$ cat src/thle_pkg.sv
// Package for the timer heap block: command and result codes, default sizes.
// Used by every module under src; depends on nothing.
package thle_pkg;

    localparam int CAPACITY_DEF = 32;
    localparam int HANDLE_BITS_DEF = 8;
    localparam int QUEUE_DEPTH = 2;

    localparam logic [1:0] CMD_ADD = 2'd0;
    localparam logic [1:0] CMD_CANCEL = 2'd1;
    localparam logic [1:0] CMD_SWEEP = 2'd2;

    localparam logic [2:0] KIND_ADDED = 3'd0;
    localparam logic [2:0] KIND_CANCELLED = 3'd1;
    localparam logic [2:0] KIND_EXPIRED = 3'd2;
    localparam logic [2:0] KIND_SWEPT = 3'd3;
    localparam logic [2:0] KIND_FULL = 3'd4;

    // Classified command passed from the front part to the back part.
    typedef enum logic [1:0] {
        OP_ADD,
        OP_CANCEL,
        OP_SWEEP
    } op_t;

endpackage

$ cat src/thle_front.sv
// Front part: accepts input transactions, drops unused commands, computes the
// expiry time and queues the classified operation. Depends on thle_pkg.
module thle_front #(
    parameter int HANDLE_BITS = thle_pkg::HANDLE_BITS_DEF
) (
    input  logic                     clk,
    input  logic                     rst_n,
    input  logic                     in_valid,
    output logic                     in_stall,
    input  logic [1:0]               cmd,
    input  logic [7:0]               handle,
    input  logic [15:0]              timeout_ms,
    input  logic [31:0]              now_ms,
    output logic                     q_valid,
    input  logic                     q_take,
    output thle_pkg::op_t            q_op,
    output logic [HANDLE_BITS-1:0]   q_handle,
    output logic [31:0]              q_time
);

    localparam int D = thle_pkg::QUEUE_DEPTH;

    thle_pkg::op_t          op_reg [D];
    logic [HANDLE_BITS-1:0] hd_reg [D];
    logic [31:0]            tm_reg [D];
    logic                   wp_reg, wp_next, rp_reg, rp_next;
    logic [1:0]             cnt_reg, cnt_next;
    logic                   push, pop, useful;
    logic [HANDLE_BITS-1:0] hmask;
    thle_pkg::op_t          op_in;

    always_comb
    begin
        hmask = '0;
        for (int b = 0; b < HANDLE_BITS; b++)
        begin
            hmask[b] = (b < 8) ? handle[b % 8] : 1'b0;
        end
    end

    always_comb
    begin
        useful = 1'b1;
        op_in = thle_pkg::OP_ADD;
        case (cmd)
            thle_pkg::CMD_ADD:    op_in = thle_pkg::OP_ADD;
            thle_pkg::CMD_CANCEL: op_in = thle_pkg::OP_CANCEL;
            thle_pkg::CMD_SWEEP:  op_in = thle_pkg::OP_SWEEP;
            default:              useful = 1'b0;
        endcase
    end

    assign in_stall = (cnt_reg == 2'(D));
    assign push = in_valid && !in_stall && useful;
    assign q_valid = (cnt_reg != 2'd0);
    assign pop = q_valid && q_take;
    assign q_op = op_reg[rp_reg];
    assign q_handle = hd_reg[rp_reg];
    assign q_time = tm_reg[rp_reg];

    always_comb
    begin
        wp_next = push ? ~wp_reg : wp_reg;
        rp_next = pop ? ~rp_reg : rp_reg;
        cnt_next = 2'(cnt_reg + {1'b0, push} - {1'b0, pop});
    end

    always_ff @(posedge clk or negedge rst_n)
    begin
        if (!rst_n)
        begin
            wp_reg <= 1'b0;
            rp_reg <= 1'b0;
            cnt_reg <= 2'd0;
        end
        else
        begin
            wp_reg <= wp_next;
            rp_reg <= rp_next;
            cnt_reg <= cnt_next;
        end
    end

    always_ff @(posedge clk)
    begin
        if (push)
        begin
            op_reg[wp_reg] <= op_in;
            hd_reg[wp_reg] <= hmask;
            // Add carries the expiry, sweep carries the current time.
            tm_reg[wp_reg] <= (op_in == thle_pkg::OP_ADD) ?
                              now_ms + {16'd0, timeout_ms} : now_ms;
        end
    end

endmodule

$ cat config.mk
export PLATFORM = sky130hd
export DESIGN_NAME = thle_front
export DESIGN_NICKNAME = d
export VERILOG_FILES = /design/src/thle_pkg.sv /design/src/thle_front.sv
export SDC_FILE = /design/constraint.sdc
export NUM_CORES = 1
export LEC_CHECK = 0
export BUFFER_PORTS_ARGS = -buffer_cell sky130_fd_sc_hd__buf_4
export CORE_AREA = 2 2 96 98
export CTS_BUF_LIST = sky130_fd_sc_hd__clkbuf_16
export CTS_CLUSTER_SIZE = 24
export DETAILED_ROUTE_END_ITERATION = 8
export DIE_AREA = 0 0 98 100
export PLACE_DENSITY_LB_ADDON = 0.25
export SYNTH_ARGS = -nofsm -noshare
export SYNTH_HDL_FRONTEND = slang
export SYNTH_SLANG_ARGS = --single-unit
$ cat constraint.sdc
create_clock -name clk -period 4.5 [get_ports clk]
set_clock_uncertainty 0.05 [all_clocks]
set_input_delay 0.9 -clock clk [delete_from_list [all_inputs] [get_ports clk]]
set_output_delay 0.9 -clock clk [all_outputs]
set_load 0.05 [all_outputs]
==> impl_results.md, run 1 <==
* # rows at 35
* Gr usage total at 19.4%
* Setup Buffers After CTS at 0
* Max Slew Vio Count at 0
* Leak at 0.00227 uW
* Sequential share of the synthesized area at a little under three fifths
* Die Ht at approximately 100 microns
* Num CTS Buffers at 9
* Io pins at 106
* Clock buffer depth at 2
* Initial antenna violation count at 0
* Commonest non-fill, non-tap cell in the layout: buf_4
* Routed vias at just over 3000
* CP required at 4520 ps
* Final setup vio count at 0
* Synth Area per Inst at around 14 sq um
* Final hold vios at 0
* CP Class: input pin to register
* Share of cells above drive strength 1 at 43.0%
* Mapped Cells at between 300 and 400
* Syn nets at 416
* P&R area growth vs syn at 27.4%
* CTS Sinks at 88
* Post-synth EDFFs at 84
* Dpl hpwl at 6660 microns
* Die area at 0.00980 sq mm
* Initial core utilization at 51.5%
* Vias/cell at 5.45
* CTS tree: done
* Yosys warning count at 0
* Global placement routability congestion at 0.783
* Clk Latency, worst-skew pair at 330 ps
* IO buf count at 105
* Layout Nets at 526
* Post-route insts no fill at 558
* Largest register FFs at 64
* Grt total ovfl at 0
* VDD IR max at 0.000341 V
* Relative slew slack at between 30% and 40%
* Synth top area share at 55.1%
* Worst setup SP type: input pin
* WHS at 305 ps
* Status: finished, final reports clean
* DIE WIDTH at 98 microns
* H-tree Lvls at 3
* Minimum clock period at 3110 ps
* Placed cells at between 500 and 600
* Hold Crit Class: input pin to asynchronous set/reset pin
* Fraction of registers with async set/reset at 4.55%
* Maxcap violations at 0
* Detail Route Antenna Nets at 0
* First-pass GRT wire length at approximately 15000 microns
* # fillers at 697
* Max Fclk at 0.322 GHz
* Clock Pin Slew Worst Setup and Hold Paths at 60 ps
* # hold bufs at CTS at 0
* Most frequent cells in the layout: buf_4, edfxtp_1, mux2_2, ha_1
* CP Data Arrival Time at 3130 ps
* Power Density at 599 mW/mm^2
* Root Driver: clkbuf_16
* TNS Setup at 0 ps
* Largest net degree at the start of global routing at 44
* Tcrit/Tclk final at 69.1%
* RSZ-0062 raised after global routing: no
* Main synth FF type: edfxtp_1
* N_diodes at 0
* Unique masters post-synth at between 40 and 50
* Final WL at 9380 microns
* Wirelength per Cell at 16.8 microns
* Largest cells by area after synthesis: edfxtp_1, mux2_2, ha_1
* Number of global-route vias before repair at around 3200
* Number of synthesized register bits at 88
* Residual DRC at 0
* Core region area at between 0.008 and 0.009 sq mm
* Synth area leader: edfxtp_1
* DR iter-0 viols at slightly below 60
* Drt pass-1 iters at 4
* CTS resizes at 0
* CP endpoint kind: register
* Post-Syn Area at 0.00458 sq mm
* Worst Path Max Fanout at 8
* Total power at 3500 uW
* Worst-Margin Slew at between 1000 and 1500 ps
-- layer usage --
metal	part of all wire (%)	routed length (microns)	up-vias	global-route usage (%)
li1	-	-	1471	-
met1	43	4070	1473	23.9
met2	52	4830	88	35.0
met3	4.2	392	9	3.13
met4	0.90	84	0	6.30
met5	0	0	-	0
-- final timing paths --
check                                   start       endpoint  slack [ps]  cells past startpoint
worst max-delay path            timeout_ms[0]  tm_reg[1][28]        1390                      9
worst min-delay path                    rst_n     cnt_reg[0]         310                      1
worst max register to register     cnt_reg[1]  tm_reg[0][13]        2100                      4
worst min register to register     cnt_reg[1]     cnt_reg[1]         440                      1
max in group asynchronous               rst_n         rp_reg        3980                      1
min in group clk                   cnt_reg[1]     cnt_reg[1]         440                      1
-- logic make-up after synthesis --
| group | synth area share (%) |
|---|---|
| AND/OR/NAND/NOR | 7.78 |
| buffers and inverters | 1.34 |
| AO/OA/AOI/OAI | 7.43 |
| XOR/XNOR | 6.31 |
| flip-flops | 57.2 |
| multiplexers | 13.7 |
| adder cells (fa/ha/maj) | 6.17 |
-- power breakdown --
part | internal [uW] | total [uW] | leakage (uW) | switching (uW)
logic | 540 | 1480 | 0.00130 | 939
clock network | 488 | 801 | 0.000154 | 313
registers | 1100 | 1220 | 0.000820 | 121
total | 2120 | 3500 | 0.00227 | 1370
-- metrics by stage --
step | setup WS (ps) | cell area, sq um | utilization, %
floorplan | 567 | 4580 | -
global placement | 1120 | 5520 | 62.1
detailed placement | 1080 | 5520 | 62.1
CTS | 1400 | 5840 | 65.7
global route | 1270 | 5840 | 65.7
finish | 1390 | 5840 | 65.7
-- layout make-up --
type                            count  area [sq um]  area share (%)
Sequential cell                    88          2620            44.9
Multi-Input combinational cell    228          1910            32.8
Timing Repair Buffer              109           818            14.0
Clock buffer                        9           225            3.86
Tap cell                          111           139            2.38
Clock inverter                      7          96.3            1.65
Inverter                            6          22.5           0.386
-- cell usage after synthesis (2+ instances only) --
| master | instances |
|---|---|
| a211oi_1 | 3 |
| a21o_1 | 5 |
| a21oi_1 | 20 |
| and2_1 | 3 |
| and3_1 | 3 |
| clkbuf_1 | 8 |
| dfrtp_1 | 4 |
| edfxtp_1 | 84 |
| ha_1 | 21 |
| inv_1 | 6 |
| mux2_2 | 55 |
| nand2_1 | 15 |
| nand2b_1 | 2 |
| nand3_1 | 10 |
| nand4_1 | 6 |
| nor2_1 | 13 |
| nor2b_1 | 5 |
| nor3_1 | 2 |
| o211ai_1 | 2 |
| o21ai_0 | 10 |
| or2_2 | 2 |
| xnor2_1 | 20 |
| xor2_1 | 13 |
-- worst max-delay path: stages --
cell	delay, ps
buf_4	110
ha_1	230
fa_1	410
a21o_1	220
a221oi_2	480
a211oi_4	160
a21oi_4	320
nor3_1	120
xor2_1	170
Note: power is estimated with default switching activity, not from simulation.
==> inputs of run 2 (changes only) <==
==> constraint.sdc (replaced) <==
create_clock -name clk -period 3.25 [get_ports clk]
set_clock_uncertainty 0.05 [all_clocks]
set_input_delay 0.65 -clock clk [delete_from_list [all_inputs] [get_ports clk]]
set_output_delay 0.65 -clock clk [all_outputs]
set_load 0.05 [all_outputs]
==> impl_results.md, run 2 (same netlist as run 1, synthesis figures left out) <==
* WHS at 55.7 ps (was 305 ps)
* Grt total ovfl at 0 (unchanged)
* Final worst slack at 513 ps (was 1390 ps)
* CP endpoint kind: register (unchanged)
* Leak at 0.00229 uW (was 0.00227 uW)
* Status: finished, final reports clean (unchanged)
* Num CTS Buffers at 9 (unchanged)
* Pre-CTS setup slack at 189 ps (was 1080 ps)
* DIE WIDTH at 98 microns (unchanged)
* Post-Layout Inst Area at 0.00587 sq mm (was 0.00584 sq mm)
* Share of cells above drive strength 1 at 43.3% (was 43.0%)
* Clk Latency, worst-skew pair at 330 ps (about the same)
* RSZ-0062 raised after global routing: no (unchanged)
* Layout Nets at 529 (was 526)
* Gate power share at 43.8% (was 42.3%)
* Die area at 0.00980 sq mm (unchanged)
* Power Density at 830 mW/mm^2 (was 599 mW/mm^2)
* Dpl hpwl at 6770 microns (was 6660 microns)
* Final hold vios at 0 (unchanged)
* P&R area growth vs syn at 28.2% (was 27.4%)
* Switch share at 39.1% (was 39.3%)
* DP Area at 0.00555 sq mm (was 0.00552 sq mm)
* Worst setup SP type: input pin (unchanged)
* Final setup vio count at 0 (unchanged)
* Gr usage total at 19.6% (was 19.4%)
* Cells along the critical path: buf_4 -> ha_1 -> fa_1 -> a21o_1 -> a221oi_2 -> a211oi_4 -> a21oi_4 -> nor3_1 -> xor2_1 (unchanged)
* First-pass GRT wire length at 15100 microns (was 14900 microns)
* Initial antenna violation count at 0 (unchanged)
* CP Class: input pin to register (unchanged)
* Relative slew slack at 61.0% (was 30.4%)
* Post-route insts no fill at 561 (was 558)
* Most frequent cells in the layout: buf_4, edfxtp_1, mux2_2, ha_1 (unchanged)
* VDD IR max at 0.000426 V (was 0.000341 V)
* CTS tree: done (unchanged)
* Number of global-route vias before repair at 3222 (was 3150)
* Final WL at 9480 microns (was 9380 microns)
* DR iter-0 viols at 74 (was 58)
* CTS Sinks at 88 (unchanged)
* Core region area at 0.00889 sq mm (unchanged)
* Largest net degree at the start of global routing at 29 (was 44)
* Hold Crit Class: input pin to asynchronous set/reset pin (unchanged)
* Routed vias at 3075 (was 3041)
* Slowest CP cell: fa_1 (was a221oi_2)
* Clock Pin Slew Worst Setup and Hold Paths at 60 ps (about the same)
* Int Pwr at 2970 uW (was 2120 uW)
* Clk network pwr share at 22.8% (was 22.9%)
* Drt pass-1 iters at 4 (unchanged)
* # rows at 35 (unchanged)
* IO buf count at 105 (unchanged)
* Largest stage delay, worst path at 410 ps (was 480 ps)
* WP buf/inv at 1 (unchanged)
* Vias/cell at 5.48 (was 5.45)
* Sequential share of power at 33.4% (was 34.8%)
* Max Slew Vio Count at 0 (unchanged)
* Placed cells at 545 (was 542)
* CTS resizes at 0 (unchanged)
* Global placement routability congestion at 0.833 (was 0.783)
* Max Fclk at 0.365 GHz
* Setup Buffers After CTS at 0 (unchanged)
* Die Ht at 100 microns (unchanged)
* Worst Path Max Fanout at 8 (unchanged)
* CP required at 3260 ps (was 4520 ps)
* Commonest non-fill, non-tap cell in the layout: buf_4 (unchanged)
* Residual DRC at 0 (unchanged)
* Tcrit/Tclk final at 84.2%
* Root Driver: clkbuf_16 (unchanged)
* Maxcap violations at 0 (unchanged)
* Net switching power at 1910 uW (was 1370 uW)
* H-tree Lvls at 3 (unchanged)
* Initial core utilization at 51.5% (unchanged)
* N_diodes at 0 (unchanged)
* Worst-Margin Slew at 580 ps (was 1040 ps)
* Detail Route Antenna Nets at 0 (unchanged)
* CP Data Arrival Time at 2750 ps (was 3130 ps)
* Clock buffer depth at 2 (unchanged)
* Largest register FFs at 64 (unchanged)
* CP top delay family: compound AO/OA/AOI/OAI gates (unchanged)
* # hold bufs at CTS at 0 (unchanged)
* Wirelength per Cell at 16.9 microns (was 16.8 microns)
* Minimum clock period at between 2000 and 3000 ps
* Total power at 4870 uW (was 3500 uW)
* Io pins at 106 (unchanged)
==> run 2: cell count changes in the layout (fill, tap and decap cells not counted) <==
cell | previous run | this run
buf_4 | 109 | 111
buf_12 | 0 | 1
==> run 2: area by class of cell <==
cell class | instances | area [sq um]
timing repair buffer | 112 | 853
tap | 111 | 139
sequential | 88 | 2620
multi-input combinational | 228 | 1910
inverter | 6 | 22.5
clock inverter | 7 | 96.3
clock buffer | 9 | 225
fill | 715 | 3020
==> run 2: path summary, 6_finish.rpt <==
path,startpoint,end,slack (ps),depth (start not counted)
min in group clk,handle[1],hd_reg[0][1],460,1
hold reg to reg,cnt_reg[1],cnt_reg[1],460,1
setup / recovery,timeout_ms[0],tm_reg[1][30],510,9
hold / removal,rst_n,wp_reg,60,1
max in group asynchronous,rst_n,rp_reg,2980,1
setup reg to reg,cnt_reg[1],cnt_reg[1],1150,7
==> run 2: metrics by stage <==
stage / util [%] / setup TNS [ps]
after CTS: 66.1 / 0
final: 66.1 / 0
after detailed placement: 62.4 / 0
after global placement: 62.4 / 0
after global routing: 66.1 / 0
after floorplan: - / -36350
==> run 2: power groups by stage <==
| stage | clock (uW) | combinational, uW | sequential, uW |
|---|---|---|---|
| 2_1_floorplan | 0 | 1570 | 1590 |
| 3_3_place_gp | 0 | 2120 | 1640 |
| 3_5_place_dp | 0 | 2140 | 1660 |
| 4_1_cts | 1130 | 2160 | 1640 |
| 5_1_grt | 1180 | 2240 | 1650 |
| 6_report | 1110 | 2130 | 1630 |
==> run 2: metal layers <==
metal / share of wire, % / track usage (%) / wire length, microns / up-vias
met4: 1.1 / 7.59 / 105 / 0
li1: - / - / - / 1485
met3: 5.2 / 2.51 / 493 / 9
met5: 0 / 0 / 0 / -
met2: 53 / 37.1 / 5070 / 100
met1: 40 / 22.4 / 3810 / 1481
==> inputs of run 3 (changes only) <==
--- a/config.mk
+++ b/config.mk
@@ -6,11 +6,11 @@
 export NUM_CORES = 1
 export LEC_CHECK = 0
 export BUFFER_PORTS_ARGS = -buffer_cell sky130_fd_sc_hd__buf_4
-export CORE_AREA = 2 2 96 98
+export CORE_AREA = 2 2 100 102
 export CTS_BUF_LIST = sky130_fd_sc_hd__clkbuf_16
 export CTS_CLUSTER_SIZE = 24
 export DETAILED_ROUTE_END_ITERATION = 8
-export DIE_AREA = 0 0 98 100
+export DIE_AREA = 0 0 102 104
 export PLACE_DENSITY_LB_ADDON = 0.25
 export SYNTH_ARGS = -nofsm -noshare
 export SYNTH_HDL_FRONTEND = slang
==> constraint.sdc (replaced) <==
create_clock -name clk -period 2.4 [get_ports clk]
set_clock_uncertainty 0.05 [all_clocks]
set_input_delay 0.48 -clock clk [delete_from_list [all_inputs] [get_ports clk]]
set_output_delay 0.48 -clock clk [all_outputs]
set_load 0.05 [all_outputs]
==> impl_results.md, run 3 (same netlist as run 1, synthesis figures left out) <==
* Status: finished, final reports clean (unchanged)
* N_diodes at 0 (unchanged)
* # rows at 36 (was 35)
* Largest register FFs at 64 (unchanged)
* Tcrit/Tclk final at 96.0%
* Drt pass-1 iters at 4 (unchanged)
* Worst-Margin Slew at 376 ps (was 580 ps)
* Footprint of the multi-input gates at 0.00197 sq mm (was 0.00191 sq mm)
* Hold wc startpoint: handle[6]
* Final hold vios at 0 (unchanged)
* Most frequent cells in the layout: buf_4, edfxtp_1, mux2_2, xnor2_1, a21oi_1 (was buf_4, edfxtp_1, mux2_2, ha_1)
* Slowest CP cell: a211oi_2 (was fa_1)
* Clock Pin Slew Worst Setup and Hold Paths at 60 ps (about the same)
* Commonest non-fill, non-tap cell in the layout: buf_4 (unchanged)
* Clk Latency, worst-skew pair at 330 ps (about the same)
* Global placement routability congestion at 0.798 (was 0.833)
* Largest stage delay, worst path at 410 ps (about the same)
* CP Data Arrival Time at 2340 ps (was 2750 ps)
* Power Density at 1050 mW/mm^2 (was 830 mW/mm^2)
* Hold Path Depth at 1
* WHS at 278 ps (was 55.7 ps)
* Num CTS Buffers at 9 (unchanged)
* Die area at 0.0106 sq mm (was 0.00980 sq mm)
* RSZ-0062 raised after global routing: no (unchanged)
* CP Class: input pin to register (unchanged)
* Worst setup SP type: input pin (unchanged)
* Total power at 6470 uW (was 4870 uW)
* Final WL at 9570 microns (was 9480 microns)
* Final setup vio count at 0 (unchanged)
* Hold Crit Class: input pin to register (was input pin to asynchronous set/reset pin)
* Relative slew slack at 74.8% (was 61.0%)
* TNS Setup at 0 ps (unchanged)
* IO buf count at 105 (unchanged)
* Residual DRC at 0 (unchanged)
* DR iter-0 viols at 72 (was 74)
* Routed vias at 3164 (was 3075)
* CP required at 2430 ps (was 3260 ps)
* Die Ht at 104 microns (was 100 microns)
* CP endpoint kind: register (unchanged)
* H-tree Lvls at 3 (unchanged)
* Gr usage total at 18.8% (was 19.6%)
* # fillers at 739 (was 715)
* Io pins at 106 (unchanged)
* Max Fclk at about 0.43 GHz
* Number of global-route vias before repair at 3270 (was 3222)
* Wirelength per Cell at 15.6 microns (was 16.9 microns)
* P&R area growth vs syn at 35.1% (was 28.2%)
* VDD IR max at 0.000582 V (was 0.000426 V)
* Reg area at 0.00262 sq mm (unchanged)
* Vias/cell at 5.15 (was 5.48)
* Detail Route Antenna Nets at 0 (unchanged)
* Max Slew Vio Count at 0 (unchanged)
* Largest net degree at the start of global routing at 37 (was 29)
* Layout Nets at 560 (was 529)
* Initial core utilization at 48.0% (was 51.5%)
* Crit Reg-Reg Endpoint: cnt_reg[1] (unchanged)
* Reg2Reg Setup Slack at 450 ps (was 1150 ps)
* Leak at 0.00245 uW (was 0.00229 uW)
* Cells along the critical path: buf_4 -> ha_1 -> a21oi_1 -> o211ai_1 -> a211oi_2 -> o21ai_0 -> xor2_1 -> mux2_2 (was buf_4 -> ha_1 -> fa_1 -> a21o_1 -> a221oi_2 -> a211oi_4 -> a21oi_4 -> nor3_1 -> xor2_1)
* CTS Sinks at 88 (unchanged)
* Core region area at 0.00955 sq mm (was 0.00889 sq mm)
* CTS tree: done (unchanged)
* Maxcap violations at 0 (unchanged)
* Worst R2R Start: cnt_reg[1] (unchanged)
* DIE WIDTH at 102 microns (was 98 microns)
* Min-Delay Endpoint: hd_reg[1][6]
* Clock buffer depth at 2 (unchanged)
* Grt total ovfl at 0 (unchanged)
* FF-to-FF path depth at 7 (unchanged)
* First-pass GRT wire length at 15600 microns (was 15100 microns)
* Share of cells above drive strength 1 at 47.6% (was 43.3%)
* Root Driver: clkbuf_16 (unchanged)
* Dpl hpwl at 6850 microns (was 6770 microns)
* Worst Path Max Fanout at 5 (was 8)
* Post-layout util at 64.8% (was 66.1%)
* Minimum clock period at 2300 ps
* Initial antenna violation count at 0 (unchanged)
==> run 3: repair_timing <==
item,CTS,global route
hold endpoints to repair,4,0
hold buffers,1,0
buffers inserted,0,1
resized for setup,0,2
endpoints found under the setup margin,0,6
==> run 3: metrics by stage <==
step / instance area [sq um] / worst slack [ps] / instances
after CTS: 6180 / 15.5 / 613
after detailed placement: 5910 / -318 / 596
after global placement: 5910 / -283 / 596
final: 6190 / 95.5 / 614
after floorplan: 4640 / -49.1 / 332
after global routing: 6190 / 9.55 / 614
==> run 3: final cells by class <==
cell class	count	share of cell area [%]
Clock inverter	7	0.566
Tap cell	133	2.69
Sequential cell	88	42.4
Inverter	6	0.364
Timing Repair Buffer	143	18.6
Clock buffer	9	3.64
Multi-Input combinational cell	228	31.8
==> run 3: critical path, delay by kind of cell <==
kind | cells | cell delay (ps)
xor+xnor | 1 | 160
compound gates | 4 | 960
fa+ha+maj | 1 | 340
mux | 1 | 280
buf+inv | 1 | 110
==> run 3: metal layers <==
metal	routed length [microns]	share of wire (%)	global-route usage, %
met1	4420	46	24.9
met2	4600	48	30.5
met3	399	4.2	3.97
met4	145	1.5	6.67
met5	0	0	0
==> run 3: how the worst max path moves through the flow <==
stage	endpoint	slack, ps	cells past startpoint	from
2_1_floorplan	tm_reg[0][22]	-50	8	timeout_ms[0]
3_3_place_gp	tm_reg[0][15]	-280	8	timeout_ms[1]
3_5_place_dp	tm_reg[0][15]	-320	8	timeout_ms[1]
4_1_cts	tm_reg[0][15]	20	8	timeout_ms[1]
5_1_grt	tm_reg[0][15]	10	8	timeout_ms[4]
6_report	tm_reg[0][15]	100	8	timeout_ms[4]
==> run 3: where the power goes <==
| part | internal (uW) | total (uW) | switching (uW) |
|---|---|---|---|
| combinational | 1160 | 3090 | 1930 |
| sequential | 2050 | 2160 | 102 |
| clock | 684 | 1230 | 545 |
